## src/rtl/dros_pkg.sv

```systemverilog
// ----------------------------------------------------------------------------
// dros_pkg
// Shared types, widths and helpers of the depth ray occupancy sampler.
// ----------------------------------------------------------------------------
package dros_pkg;

    localparam int PX_W       = 10;
    localparam int PY_W       = 9;
    localparam int DEPTH_W    = 16;
    localparam int COL_W      = 8;
    localparam int PIDX_W     = 4;
    localparam int POSE_W     = 32;
    localparam int POSE_N     = 12;
    localparam int CENTRE_W   = 14;
    localparam int INVF_W     = 24;
    localparam int RAY_W      = 16;
    localparam int RATIO_W    = 31;
    localparam int WORLD_W    = 32;
    localparam int CFG_IDX_W  = 3;
    localparam int CFG_DATA_W = 24;
    localparam int IN_DATA_W  = 96;
    localparam int OUT_DATA_W = 120;
    localparam int OUT_USER_W = 2;

    localparam int FRAME_WIDTH_DEF     = 640;
    localparam int MAX_STEPS_DEF       = 64;
    localparam int DEPTH_UNITS_DEF     = 1000;

    localparam logic [POSE_W-1:0] Q_ONE = 32'h0001_0000;

    typedef enum logic [CFG_IDX_W-1:0] {
        CFG_CENTRE_X    = 3'd0,
        CFG_CENTRE_Y    = 3'd1,
        CFG_INV_FOCAL_X = 3'd2,
        CFG_INV_FOCAL_Y = 3'd3,
        CFG_RAY_START   = 3'd4,
        CFG_RAY_STEP    = 3'd5,
        CFG_RAY_MAX     = 3'd6,
        CFG_DOWNSAMPLE  = 3'd7
    } cfg_reg_t;

    typedef enum logic {
        ACT_PIXEL = 1'b0,
        ACT_POSE  = 1'b1
    } action_t;

    typedef enum logic [2:0] {
        FS_IDLE,
        FS_MOD,
        FS_MUL,
        FS_RND,
        FS_LAUNCH
    } front_state_t;

    typedef struct packed {
        logic [CENTRE_W-1:0] centre_x;
        logic [CENTRE_W-1:0] centre_y;
        logic [INVF_W-1:0]   inv_focal_x;
        logic [INVF_W-1:0]   inv_focal_y;
        logic [RAY_W-1:0]    ray_start;
        logic [RAY_W-1:0]    ray_step;
        logic [RAY_W-1:0]    ray_max;
        logic [RAY_W-1:0]    downsample_factor;
    } cfg_t;

    typedef struct packed {
        logic                pad;
        logic [POSE_W-1:0]   pose_value;
        logic [PIDX_W-1:0]   pose_index;
        logic [COL_W-1:0]    blue;
        logic [COL_W-1:0]    green;
        logic [COL_W-1:0]    red;
        logic [DEPTH_W-1:0]  depth;
        logic [PY_W-1:0]     pixel_y;
        logic [PX_W-1:0]     pixel_x;
    } in_item_t;

    typedef struct packed {
        logic [COL_W-1:0]    out_blue;
        logic [COL_W-1:0]    out_green;
        logic [COL_W-1:0]    out_red;
        logic [WORLD_W-1:0]  world_z;
        logic [WORLD_W-1:0]  world_y;
        logic [WORLD_W-1:0]  world_x;
    } out_item_t;

    typedef logic [POSE_N-1:0][POSE_W-1:0] pose_mat_t;

    typedef struct packed {
        logic signed [RATIO_W-1:0] ratio_x;
        logic signed [RATIO_W-1:0] ratio_y;
        logic [DEPTH_W-1:0]        depth;
        logic [COL_W-1:0]          red;
        logic [COL_W-1:0]          green;
        logic [COL_W-1:0]          blue;
    } ray_job_t;

    typedef struct packed {
        logic              occupied;
        logic              colour_valid;
        logic              last;
        logic [COL_W-1:0]  red;
        logic [COL_W-1:0]  green;
        logic [COL_W-1:0]  blue;
    } side_t;

    typedef struct packed {
        logic [RAY_W-1:0]          d;
        logic signed [RATIO_W-1:0] ratio_x;
        logic signed [RATIO_W-1:0] ratio_y;
        side_t                     side;
    } sample_t;

    function automatic logic signed [31:0] sat32(input logic signed [63:0] v);
        if (v > 64'sd2147483647)
            return 32'sh7FFF_FFFF;
        else if (v < -64'sd2147483648)
            return 32'sh8000_0000;
        else
            return v[31:0];
    endfunction

    function automatic pose_mat_t pose_identity();
        pose_mat_t p;
        p     = '0;
        p[0]  = Q_ONE;
        p[5]  = Q_ONE;
        p[10] = Q_ONE;
        return p;
    endfunction

endpackage

```

## src/rtl/dros_mod_unit.sv

```systemverilog
// ----------------------------------------------------------------------------
// dros_mod_unit
// Restoring remainder unit, one dividend bit per cycle.
// ----------------------------------------------------------------------------
module dros_mod_unit #(
    parameter int NUM_W = 19,
    parameter int DEN_W = 16
) (
    input  logic             clk,
    input  logic             rst_n,
    input  logic             start,
    input  logic [NUM_W-1:0] num,
    input  logic [DEN_W-1:0] den,
    output logic             done,
    output logic             is_zero
);

    localparam int CNT_W = $clog2(NUM_W + 1);

    logic             busy_reg;
    logic             done_reg;
    logic [CNT_W-1:0] cnt_reg;
    logic [NUM_W-1:0] num_reg;
    logic [DEN_W-1:0] rem_reg;
    logic [DEN_W:0]   trial;

    assign trial   = {rem_reg, num_reg[NUM_W-1]};
    assign done    = done_reg;
    assign is_zero = (rem_reg == '0);

    always_ff @(posedge clk or negedge rst_n)
    begin
        if (!rst_n)
        begin
            busy_reg <= 1'b0;
            done_reg <= 1'b0;
            cnt_reg  <= '0;
        end
        else
        begin
            done_reg <= 1'b0;
            if (start)
            begin
                busy_reg <= 1'b1;
                cnt_reg  <= CNT_W'(NUM_W);
            end
            else if (busy_reg)
            begin
                cnt_reg <= cnt_reg - 1'b1;
                if (cnt_reg == CNT_W'(1))
                begin
                    busy_reg <= 1'b0;
                    done_reg <= 1'b1;
                end
            end
        end
    end

    always_ff @(posedge clk)
    begin
        if (start)
        begin
            num_reg <= num;
            rem_reg <= '0;
        end
        else if (busy_reg)
        begin
            num_reg <= num_reg << 1;
            if (trial >= {1'b0, den})
                rem_reg <= DEN_W'(trial - {1'b0, den});
            else
                rem_reg <= trial[DEN_W-1:0];
        end
    end

endmodule

```

## src/rtl/dros_front.sv

```systemverilog
// ----------------------------------------------------------------------------
// dros_front
// Input intake: pose loads, dead pixel and downsample filter, ray ratios.
// ----------------------------------------------------------------------------
module dros_front #(
    parameter int FRAME_WIDTH = dros_pkg::FRAME_WIDTH_DEF
) (
    input  logic                clk,
    input  logic                rst_n,
    input  logic                in_valid,
    output logic                in_ready,
    input  logic                in_action,
    input  dros_pkg::in_item_t  in_item,
    input  dros_pkg::cfg_t      cfg,
    input  logic                engine_busy,
    output dros_pkg::pose_mat_t pose,
    output logic                job_launch,
    output dros_pkg::ray_job_t  job
);
    import dros_pkg::*;

    localparam int LIN_MAX = (2**PY_W - 1) * FRAME_WIDTH + 2**PX_W - 1;
    localparam int LIN_W   = $clog2(LIN_MAX + 1);
    localparam int PROD_W  = 39;

    front_state_t state_reg, state_next;
    pose_mat_t    pose_reg;

    logic               accept;
    logic               is_pixel;
    logic               mod_start;
    logic               mod_done;
    logic               mod_zero;
    logic [LIN_W-1:0]   lin;

    logic [PX_W-1:0]    px_reg;
    logic [PY_W-1:0]    py_reg;
    logic [DEPTH_W-1:0] depth_reg;
    logic [COL_W-1:0]   red_reg, green_reg, blue_reg;

    logic signed [14:0]        du_x, du_y;
    logic signed [INVF_W:0]    inv_x_s, inv_y_s;
    logic signed [PROD_W-1:0]  prod_x_reg, prod_y_reg;
    logic signed [PROD_W-1:0]  adj_x, adj_y;
    logic signed [RATIO_W-1:0] ratio_x_reg, ratio_y_reg;

    assign accept   = in_valid && in_ready;
    assign is_pixel = (action_t'(in_action) == ACT_PIXEL) && (in_item.depth != '0);
    assign lin      = LIN_W'(in_item.pixel_y) * LIN_W'(FRAME_WIDTH) + LIN_W'(in_item.pixel_x);

    dros_mod_unit #(
        .NUM_W (LIN_W),
        .DEN_W (RAY_W)
    ) u_mod (
        .clk     (clk),
        .rst_n   (rst_n),
        .start   (mod_start),
        .num     (lin),
        .den     (cfg.downsample_factor),
        .done    (mod_done),
        .is_zero (mod_zero)
    );

    always_comb
    begin
        state_next = state_reg;
        unique case (state_reg)
            FS_IDLE:
            begin
                if (accept && is_pixel)
                    state_next = (cfg.downsample_factor == '0) ? FS_MUL : FS_MOD;
            end
            FS_MOD:
            begin
                if (mod_done)
                    state_next = mod_zero ? FS_MUL : FS_IDLE;
            end
            FS_MUL:    state_next = FS_RND;
            FS_RND:    state_next = FS_LAUNCH;
            FS_LAUNCH: state_next = FS_IDLE;
            default:   state_next = FS_IDLE;
        endcase
    end

    always_comb
    begin
        in_ready   = (state_reg == FS_IDLE) && !engine_busy;
        mod_start  = accept && is_pixel && (cfg.downsample_factor != '0);
        job_launch = (state_reg == FS_LAUNCH);
    end

    always_ff @(posedge clk or negedge rst_n)
    begin
        if (!rst_n)
        begin
            state_reg <= FS_IDLE;
            pose_reg  <= pose_identity();
        end
        else
        begin
            state_reg <= state_next;
            if (accept && action_t'(in_action) == ACT_POSE && in_item.pose_index < PIDX_W'(POSE_N))
                pose_reg[in_item.pose_index] <= in_item.pose_value;
        end
    end

    assign du_x    = $signed({1'b0, px_reg, 4'b0}) - $signed({1'b0, cfg.centre_x});
    assign du_y    = $signed({2'b0, py_reg, 4'b0}) - $signed({1'b0, cfg.centre_y});
    assign inv_x_s = $signed({1'b0, cfg.inv_focal_x});
    assign inv_y_s = $signed({1'b0, cfg.inv_focal_y});
    assign adj_x   = prod_x_reg + (prod_x_reg[PROD_W-1] ? 39'sd127 : 39'sd128);
    assign adj_y   = prod_y_reg + (prod_y_reg[PROD_W-1] ? 39'sd127 : 39'sd128);

    always_ff @(posedge clk)
    begin
        if (accept)
        begin
            px_reg    <= in_item.pixel_x;
            py_reg    <= in_item.pixel_y;
            depth_reg <= in_item.depth;
            red_reg   <= in_item.red;
            green_reg <= in_item.green;
            blue_reg  <= in_item.blue;
        end
        if (state_reg == FS_MUL)
        begin
            prod_x_reg <= PROD_W'(du_x) * PROD_W'(inv_x_s);
            prod_y_reg <= PROD_W'(du_y) * PROD_W'(inv_y_s);
        end
        if (state_reg == FS_RND)
        begin
            ratio_x_reg <= adj_x[PROD_W-1:8];
            ratio_y_reg <= adj_y[PROD_W-1:8];
        end
    end

    assign pose          = pose_reg;
    assign job.ratio_x   = ratio_x_reg;
    assign job.ratio_y   = ratio_y_reg;
    assign job.depth     = depth_reg;
    assign job.red       = red_reg;
    assign job.green     = green_reg;
    assign job.blue      = blue_reg;

endmodule

```

## config.mk

```make
export PLATFORM = sky130hd
export DESIGN_NAME = dros_front
export DESIGN_NICKNAME = d
export VERILOG_FILES = /design/src/rtl/dros_pkg.sv /design/src/rtl/dros_mod_unit.sv /design/src/rtl/dros_front.sv
export SDC_FILE = /design/constraint.sdc
export NUM_CORES = 2
export LEC_CHECK = 0
export ABC_AREA = 1
export BUFFER_PORTS_ARGS = -buffer_cell sky130_fd_sc_hd__buf_4
export CAP_MARGIN = 0
export CORE_MARGIN = 3
export CORE_UTILIZATION = 45
export CTS_CLUSTER_SIZE = 8
export DETAILED_ROUTE_END_ITERATION = 8
export HOLD_SLACK_MARGIN = 0.15
export PLACE_DENSITY_LB_ADDON = 0.15
export SLEW_MARGIN = 20
export SYNTH_ARGS = -nofsm -noshare
export SYNTH_HDL_FRONTEND = slang
export SYNTH_SLANG_ARGS = --single-unit
```

## constraint.sdc

```tcl
create_clock -name clk -period 9.4 [get_ports clk]
set_input_delay 1.88 -clock clk [delete_from_list [all_inputs] [get_ports clk]]
set_output_delay 1.88 -clock clk [all_outputs]
set_load 0.02 [all_outputs]
```

After elaboration in Yosys (flattened, before gate mapping)

Index checks and enable logic that the tools add are counted.

Register bits after elaboration: 628
Bits in latches: 0
RAM bits: 0
Bits in read-only memories: 0
Input port bits: 241
Output and inout bits: 488
Word-level logic and storage cells: 87
Memories: 0

$add $sub $neg: 7
Multipliers: 3
Divide/modulo/power cells: 0
$lt $le $gt $ge: 4
Equal/unequal tests: 7
Shift operators: 0
Muxes and demuxes: 21
Bitwise operators: 1
Reduce and logical (&&, ||, !) cells: 16

Operators with widths:

| cell                                                        | number |
|---|---|
| bitwise mux 384 bit                                         | 1 |
| demux 32 bit (select 4 bit)                                 | 1 |
| adder 39 x 9 -> 39 bit                                      | 2 |
| multiplier 15 x 25 -> 39 bit                                | 2 |
| two-way mux 19 bit                                          | 2 |
| zero test 16 bit                                            | 2 |
| two-way mux 32 bit                                          | 1 |
| nonzero test 16 bit                                         | 2 |
| adder 19 x 10 -> 19 bit                                     | 1 |
| >= comparator 17 x 16 -> 1 bit                              | 1 |
| two-way mux 16 bit                                          | 1 |
| two-way mux 8 bit                                           | 2 |
| subtractor 16 bit                                           | 1 |
| subtractor 13 x 14 -> 15 bit                                | 1 |
| subtractor 14 x 14 -> 15 bit                                | 1 |
| multiplier 9 x 3 -> 12 bit (second input constant)          | 1 |
| one-hot mux 3 bit (4 select lines)                          | 1 |
| two-way mux 5 bit                                           | 2 |
| logical AND 1 bit                                           | 8 |
| == test 3 x 2 -> 1 bit (second input constant)              | 2 |
| two-way mux 1 bit                                           | 6 |
| two-way mux 3 bit                                           | 2 |
| == test 5 x 1 -> 1 bit (second input constant)              | 1 |
| less-than comparator 4 x 5 -> 1 bit (second input constant) | 1 |
| other kinds (12)                                            | 14 |

Longest topological paths before layout

Depth after elaboration: 6
Mapped depth: 36
Depth with buffers taken out: 34

Cells and area by module

From an unflattened synthesis, not the netlist that was laid out.

Cells, all modules: 6247
Area total of the unflattened synthesis: 53825.4 um^2

By module, submodules not included:

| module        | times used | cells an instance | area an instance (um^2) | sequential area each (um^2) |
|---|---|---|---|---|
| dros_front    | 1          | 5801              | 50679.9                 | 15663.8 |
| dros_mod_unit | 1          | 446               | 3145.5                  | 1066.0 |

Least setup slack after synthesis

OpenSTA, ideal clock, no wires.

Kind: input to register
From: in cfg[112] in the netlist's numbering
To: reg prod_y_reg[27] (data pin)
Arrival time: 7.716 ns
Required time: 9.147 ns
Slack: 1.431 ns
Cell stages on the path: 30
Path buffers: 2
Path through: buf_2 > inv_1 > ha_1 > nand3_1 > o21ai_0 > inv_1 > o21ai_0 > or2_2 > nand2_1 > inv_1 > buf_2 > nand2_1 > fa_1 > fa_1 > inv_1 > fa_1 > fa_1 > fa_1 > inv_1 > fa_1 > inv_1 > ha_1 > nand2_1 > nor2_1 > inv_1 > nor2_1 > inv_1 > or2_2 > nand4_1 > nand2_1

Cells in the longest elaborated chain, start to end: 2

Ends and longest elaborated chain:

| item                         | RTL line          | text |
|---|---|---|
| start: declaration           | dros_front.sv:14  | `input dros_pkg::cfg_t cfg,` |
| subtractor 13 x 14 -> 15 bit | dros_front.sv:108 | `assign du_y = $signed({2'b0, py_reg, 4'b0}) - $signed({1'b0, cfg.centre_y});` |
| multiplier 15 x 25 -> 39 bit | dros_front.sv:128 | `prod_y_reg <= PROD_W'(du_y) * PROD_W'(inv_y_s);` |
| end signal: assignment       | dros_front.sv:128 |  |
| end: declaration             | dros_front.sv:43  | `logic signed [PROD_W-1:0] prod_x_reg, prod_y_reg;` |

Every way passes these cells.
A chain may end at the register's enable or synchronous reset.

Worst setup path in the final report

From: in cfg[131] in the netlist's numbering
To: reg prod_x_reg[35] (data pin)

Cells in the longest elaborated chain, start to end: 2

Ends and longest elaborated chain:

| item                         | RTL line          | text |
|---|---|---|
| subtractor 14 x 14 -> 15 bit | dros_front.sv:107 | `assign du_x = $signed({1'b0, px_reg, 4'b0}) - $signed({1'b0, cfg.centre_x});` |
| multiplier 15 x 25 -> 39 bit | dros_front.sv:127 | `prod_x_reg <= PROD_W'(du_x) * PROD_W'(inv_x_s);` |
| end signal: assignment       | dros_front.sv:127 |  |
| end: declaration             | dros_front.sv:43  |  |

Every way passes these cells.

==> summary.txt <==
Clocking
  • CTS tree: built
  • Root buf cell: clkbuf_16
  • TritonCTS Sinks: between 600 and 700
  • Worst skew pair latency: between 600 and 700 ps
  • Post-CTS Setup Bufs: 0
  • Post-CTS sizing: 0
  • Clk pin slew, worst setup/hold paths: roughly 50 ps
  • H-tree level count: 3
  • CTS buffer count: 90
  • Clock buffer depth: 3
  • Hold buffers post-CTS: 0

Die
  • Std cell rows: around 120
  • Initial core utilization: between 40 and 50%
  • Die area: between 0.1 and 0.15 mm2
  • Die height: 348 um
  • Width of the die: between 300 and 400 um
  • Boundary pin count: between 700 and 800
  • Core region area: 0.115 mm2

Finish
  • Fin area: 0.0620 mm2
  • FILL cells: 11.0k
  • P&R area growth vs syn: 17.7%
  • Layout Nets: between 8k and 9k
  • Layout cells sized above 1: 13.3%
  • Max reg flops: 384

Synthesis
  • Area share of the largest cell type after synthesis: ~22%
  • Seq cells post-synth: 628
  • Sequential share of the synthesized area: 31.7%
  • Post-synthesis xor/xnor area fraction: between 1.5 and 2%
  • Syn Nets: approximately 7.5k
  • Cell Area, Synth: about 0.053 mm2
  • Top-count cell post-synth: inv_1
  • Area leader, netlist: fa_1
  • Synth Area in Compound Gates: 6.46%
  • Syn Area/Cell: roughly 8.3 um2
  • Dominant cells by area after synthesis: fa_1 (22%), dfrtp_1 (19%), edfxtp_1 (12%)
  • Synth Area in Simple Gates: between 10% and 20%
  • EDFF count, synth: about 220
  • Cells after Synth: about 6.3k
  • Yosys cell types: 43
  • Async SR Flop Fraction: 62.7%
  • Synth top cells by count: inv_1 (1365), nand2_1 (1335), nor2_1 (729)
  • Synth Area in Adders: 29.3%
  • Combinational family with the most area after synthesis: adder cells
  • Post-synthesis mux area share: 0%
  • Warnings, synthesis: 0
  • Post-synth top flop: dfrtp_1

Setup path
  • Worst reg-to-reg path cell count: 28
  • Largest delay share family, worst path: adder cells
  • WS Path Type: input port to flop
  • Crit path top cell by count: inv_1
  • Slowest stage cell, crit path: inv_1
  • Reg-to-Reg Start: px_reg[1]$_DFFE_PP_
  • Levels on crit path: 30
  • Worst Setup EP: prod_x_reg[35]$_DFFE_PN_
  • Max incr delay on CP: approximately 590 ps
  • Critical path startpoint category: input port
  • Sum of buffers and inverters on the critical path: 8
  • CP required: between 9000 and 10000 ps
  • WP data arrival: between 8000 and 9000 ps
  • R2R Setup Slk: 2060 ps
  • Reg2Reg Capture Point: prod_x_reg[35]$_DFFE_PN_
  • Setup crit end kind: flop
  • CP Max Fanout: 18
  • Worst Setup SP: cfg[131]

Global routing
  • GR Util All Layers: between 20% and 30%
  • Met1 usage: a little over a third
  • GR peak layer: met2
  • Initial antenna violation count: 4
  • GRT overflow: 0
  • Met3 Usage GRT: about 6%
  • GRT met2 Usage: about 45%
  • Vias in the first global route: 43.8k
  • First-pass GRT wire length: between 200000 and 300000 um
  • Largest net degree at the start of global routing: 140

Detailed routing
  • Initial DRC count: 3019
  • Pre-Repair DR Iteration Count: 5
  • Average routed wire per standard cell: 19.5 um
  • Routed via count: between 40k and 50k
  • Drc violations: 0
  • Final wirelength: 167000 um
  • Routed Antenna Nets: 0
  • Vias per inst: approximately 5.1

Place
  • Placed wire-length estimate: about 140000 um
  • GP Congestion: ~0.96
  • # port buffers: 679
  • Placed inst area: just under 0.06 mm2

STA
  • Unrepaired setup endpoints after global routing: no
  • Highest clock rate: ~120 MHz
  • Worst slew margin: a little over a third
  • Min cycle time layout: slightly above 8000 ps
  • Layout Skew: 55.0 ps
  • Final Hold Violating Endpoints: 0
  • Worst-Margin Slew: ~960 ps
  • Setup violators final: 0
  • TNS Setup: 0 ps
  • Final period util: 88.3%
  • Slew Viols, Final: 0

Outcome
  • Outcome: finished, final reports clean

Job
  • Max-Cap Viols: 0

Min path
  • Worst min path class: flop to flop
[worst min path at each step]
stage                                         startpoint  depth (start not counted)  slack, ps                             end
after floorplan           u_mod.rem_reg[15]$_SDFFE_PP0P_                          2        440  u_mod.rem_reg[15]$_SDFFE_PP0P_
after global placement             pose[105]$_DFFE_PN0P_                          2        460           pose[105]$_DFFE_PN0P_
after detailed placement            pose[20]$_DFFE_PN0P_                          2        460            pose[20]$_DFFE_PN0P_
after CTS                          pose[359]$_DFFE_PN0P_                          2        480           pose[359]$_DFFE_PN0P_
after global routing                pose[11]$_DFFE_PN0P_                          2        480            pose[11]$_DFFE_PN0P_
final                              pose[209]$_DFFE_PN0P_                          2        470           pose[209]$_DFFE_PN0P_
[per-stage QoR]
stage / util, % / hold slack (ps) / cells / worst slack (ps)
4_1_cts: 53.8 / 475 / 8556 / 1150
2_1_floorplan: - / 440 / 6323 / 1430
6_report: 53.8 / 472 / 8558 / 1100
5_1_grt: 53.8 / 484 / 8558 / 613
3_5_place_dp: 51.5 / 464 / 8400 / 472
3_3_place_gp: 51.5 / 458 / 8400 / 494
[tightest hold or removal path: stages (launching register included)]
cell and delay [ps]:
dfrtp_1 340, a21oi_1 60, inv_1 40
[area by class of cell]
| class | count | area, um2 | share of cell area (%) |
|---|---|---|---|
| multi-input cells | 4102 | 29700 | 47.8 |
| well taps | 1512 | 1890 | 3.05 |
| clock buffers | 145 | 2480 | 3.99 |
| inverters | 1375 | 5160 | 8.32 |
| flip-flops and latches | 628 | 16700 | 27.0 |
| clock inverters | 11 | 186 | 0.300 |
| diodes | 2 | 5.00 | 0.00807 |
| repair buffers | 783 | 5940 | 9.57 |
[cell usage in the layout, fill, tap and decap left out, types with 10 or more instances in the layout]
cell       synthesis  layout
nor3_1            38      36
buf_4              1     778
o21a_1            10      10
nor2_1           729     729
clkbuf_1         147      53
or2_2             21      21
fa_1             573     573
a21oi_1          383     383
nand4_1           53      53
clkbuf_16          0      90
edfxtp_1         218     218
a31oi_1           17      17
a21o_1            13      13
nand2_1         1335    1331
xor2_1            70      70
dfxtp_1           16      16
nand3_1          229     229
nand3b_1          23      23
nor4_1            15      15
o21ai_0          212     212
inv_1           1365    1365
ha_1             320     320
xnor2_1           22      22
dfrtp_1          391     391
nand2_2           12      16
[cell families after synthesis]
| kind of cell | count (synthesis) |
|---|---|
| AO/OA/AOI/OAI | 654 |
| XOR/XNOR | 92 |
| adder cells (fa/ha/maj) | 893 |
| buffers and inverters | 1593 |
| flip-flops | 628 |
| AND/OR/NAND/NOR | 2463 |
[routing by layer]
| layer | share of wire, % | up-vias |
|---|---|---|
| li1 | - | 20500 |
| met1 | 42 | 21100 |
| met2 | 47 | 1449 |
| met3 | 7.6 | 263 |
| met4 | 3.7 | 2 |
| met5 | 0.0060 | - |
Power is not shown: default switching activity piles up to over one toggle a cycle in this logic, so the estimate is an artifact.
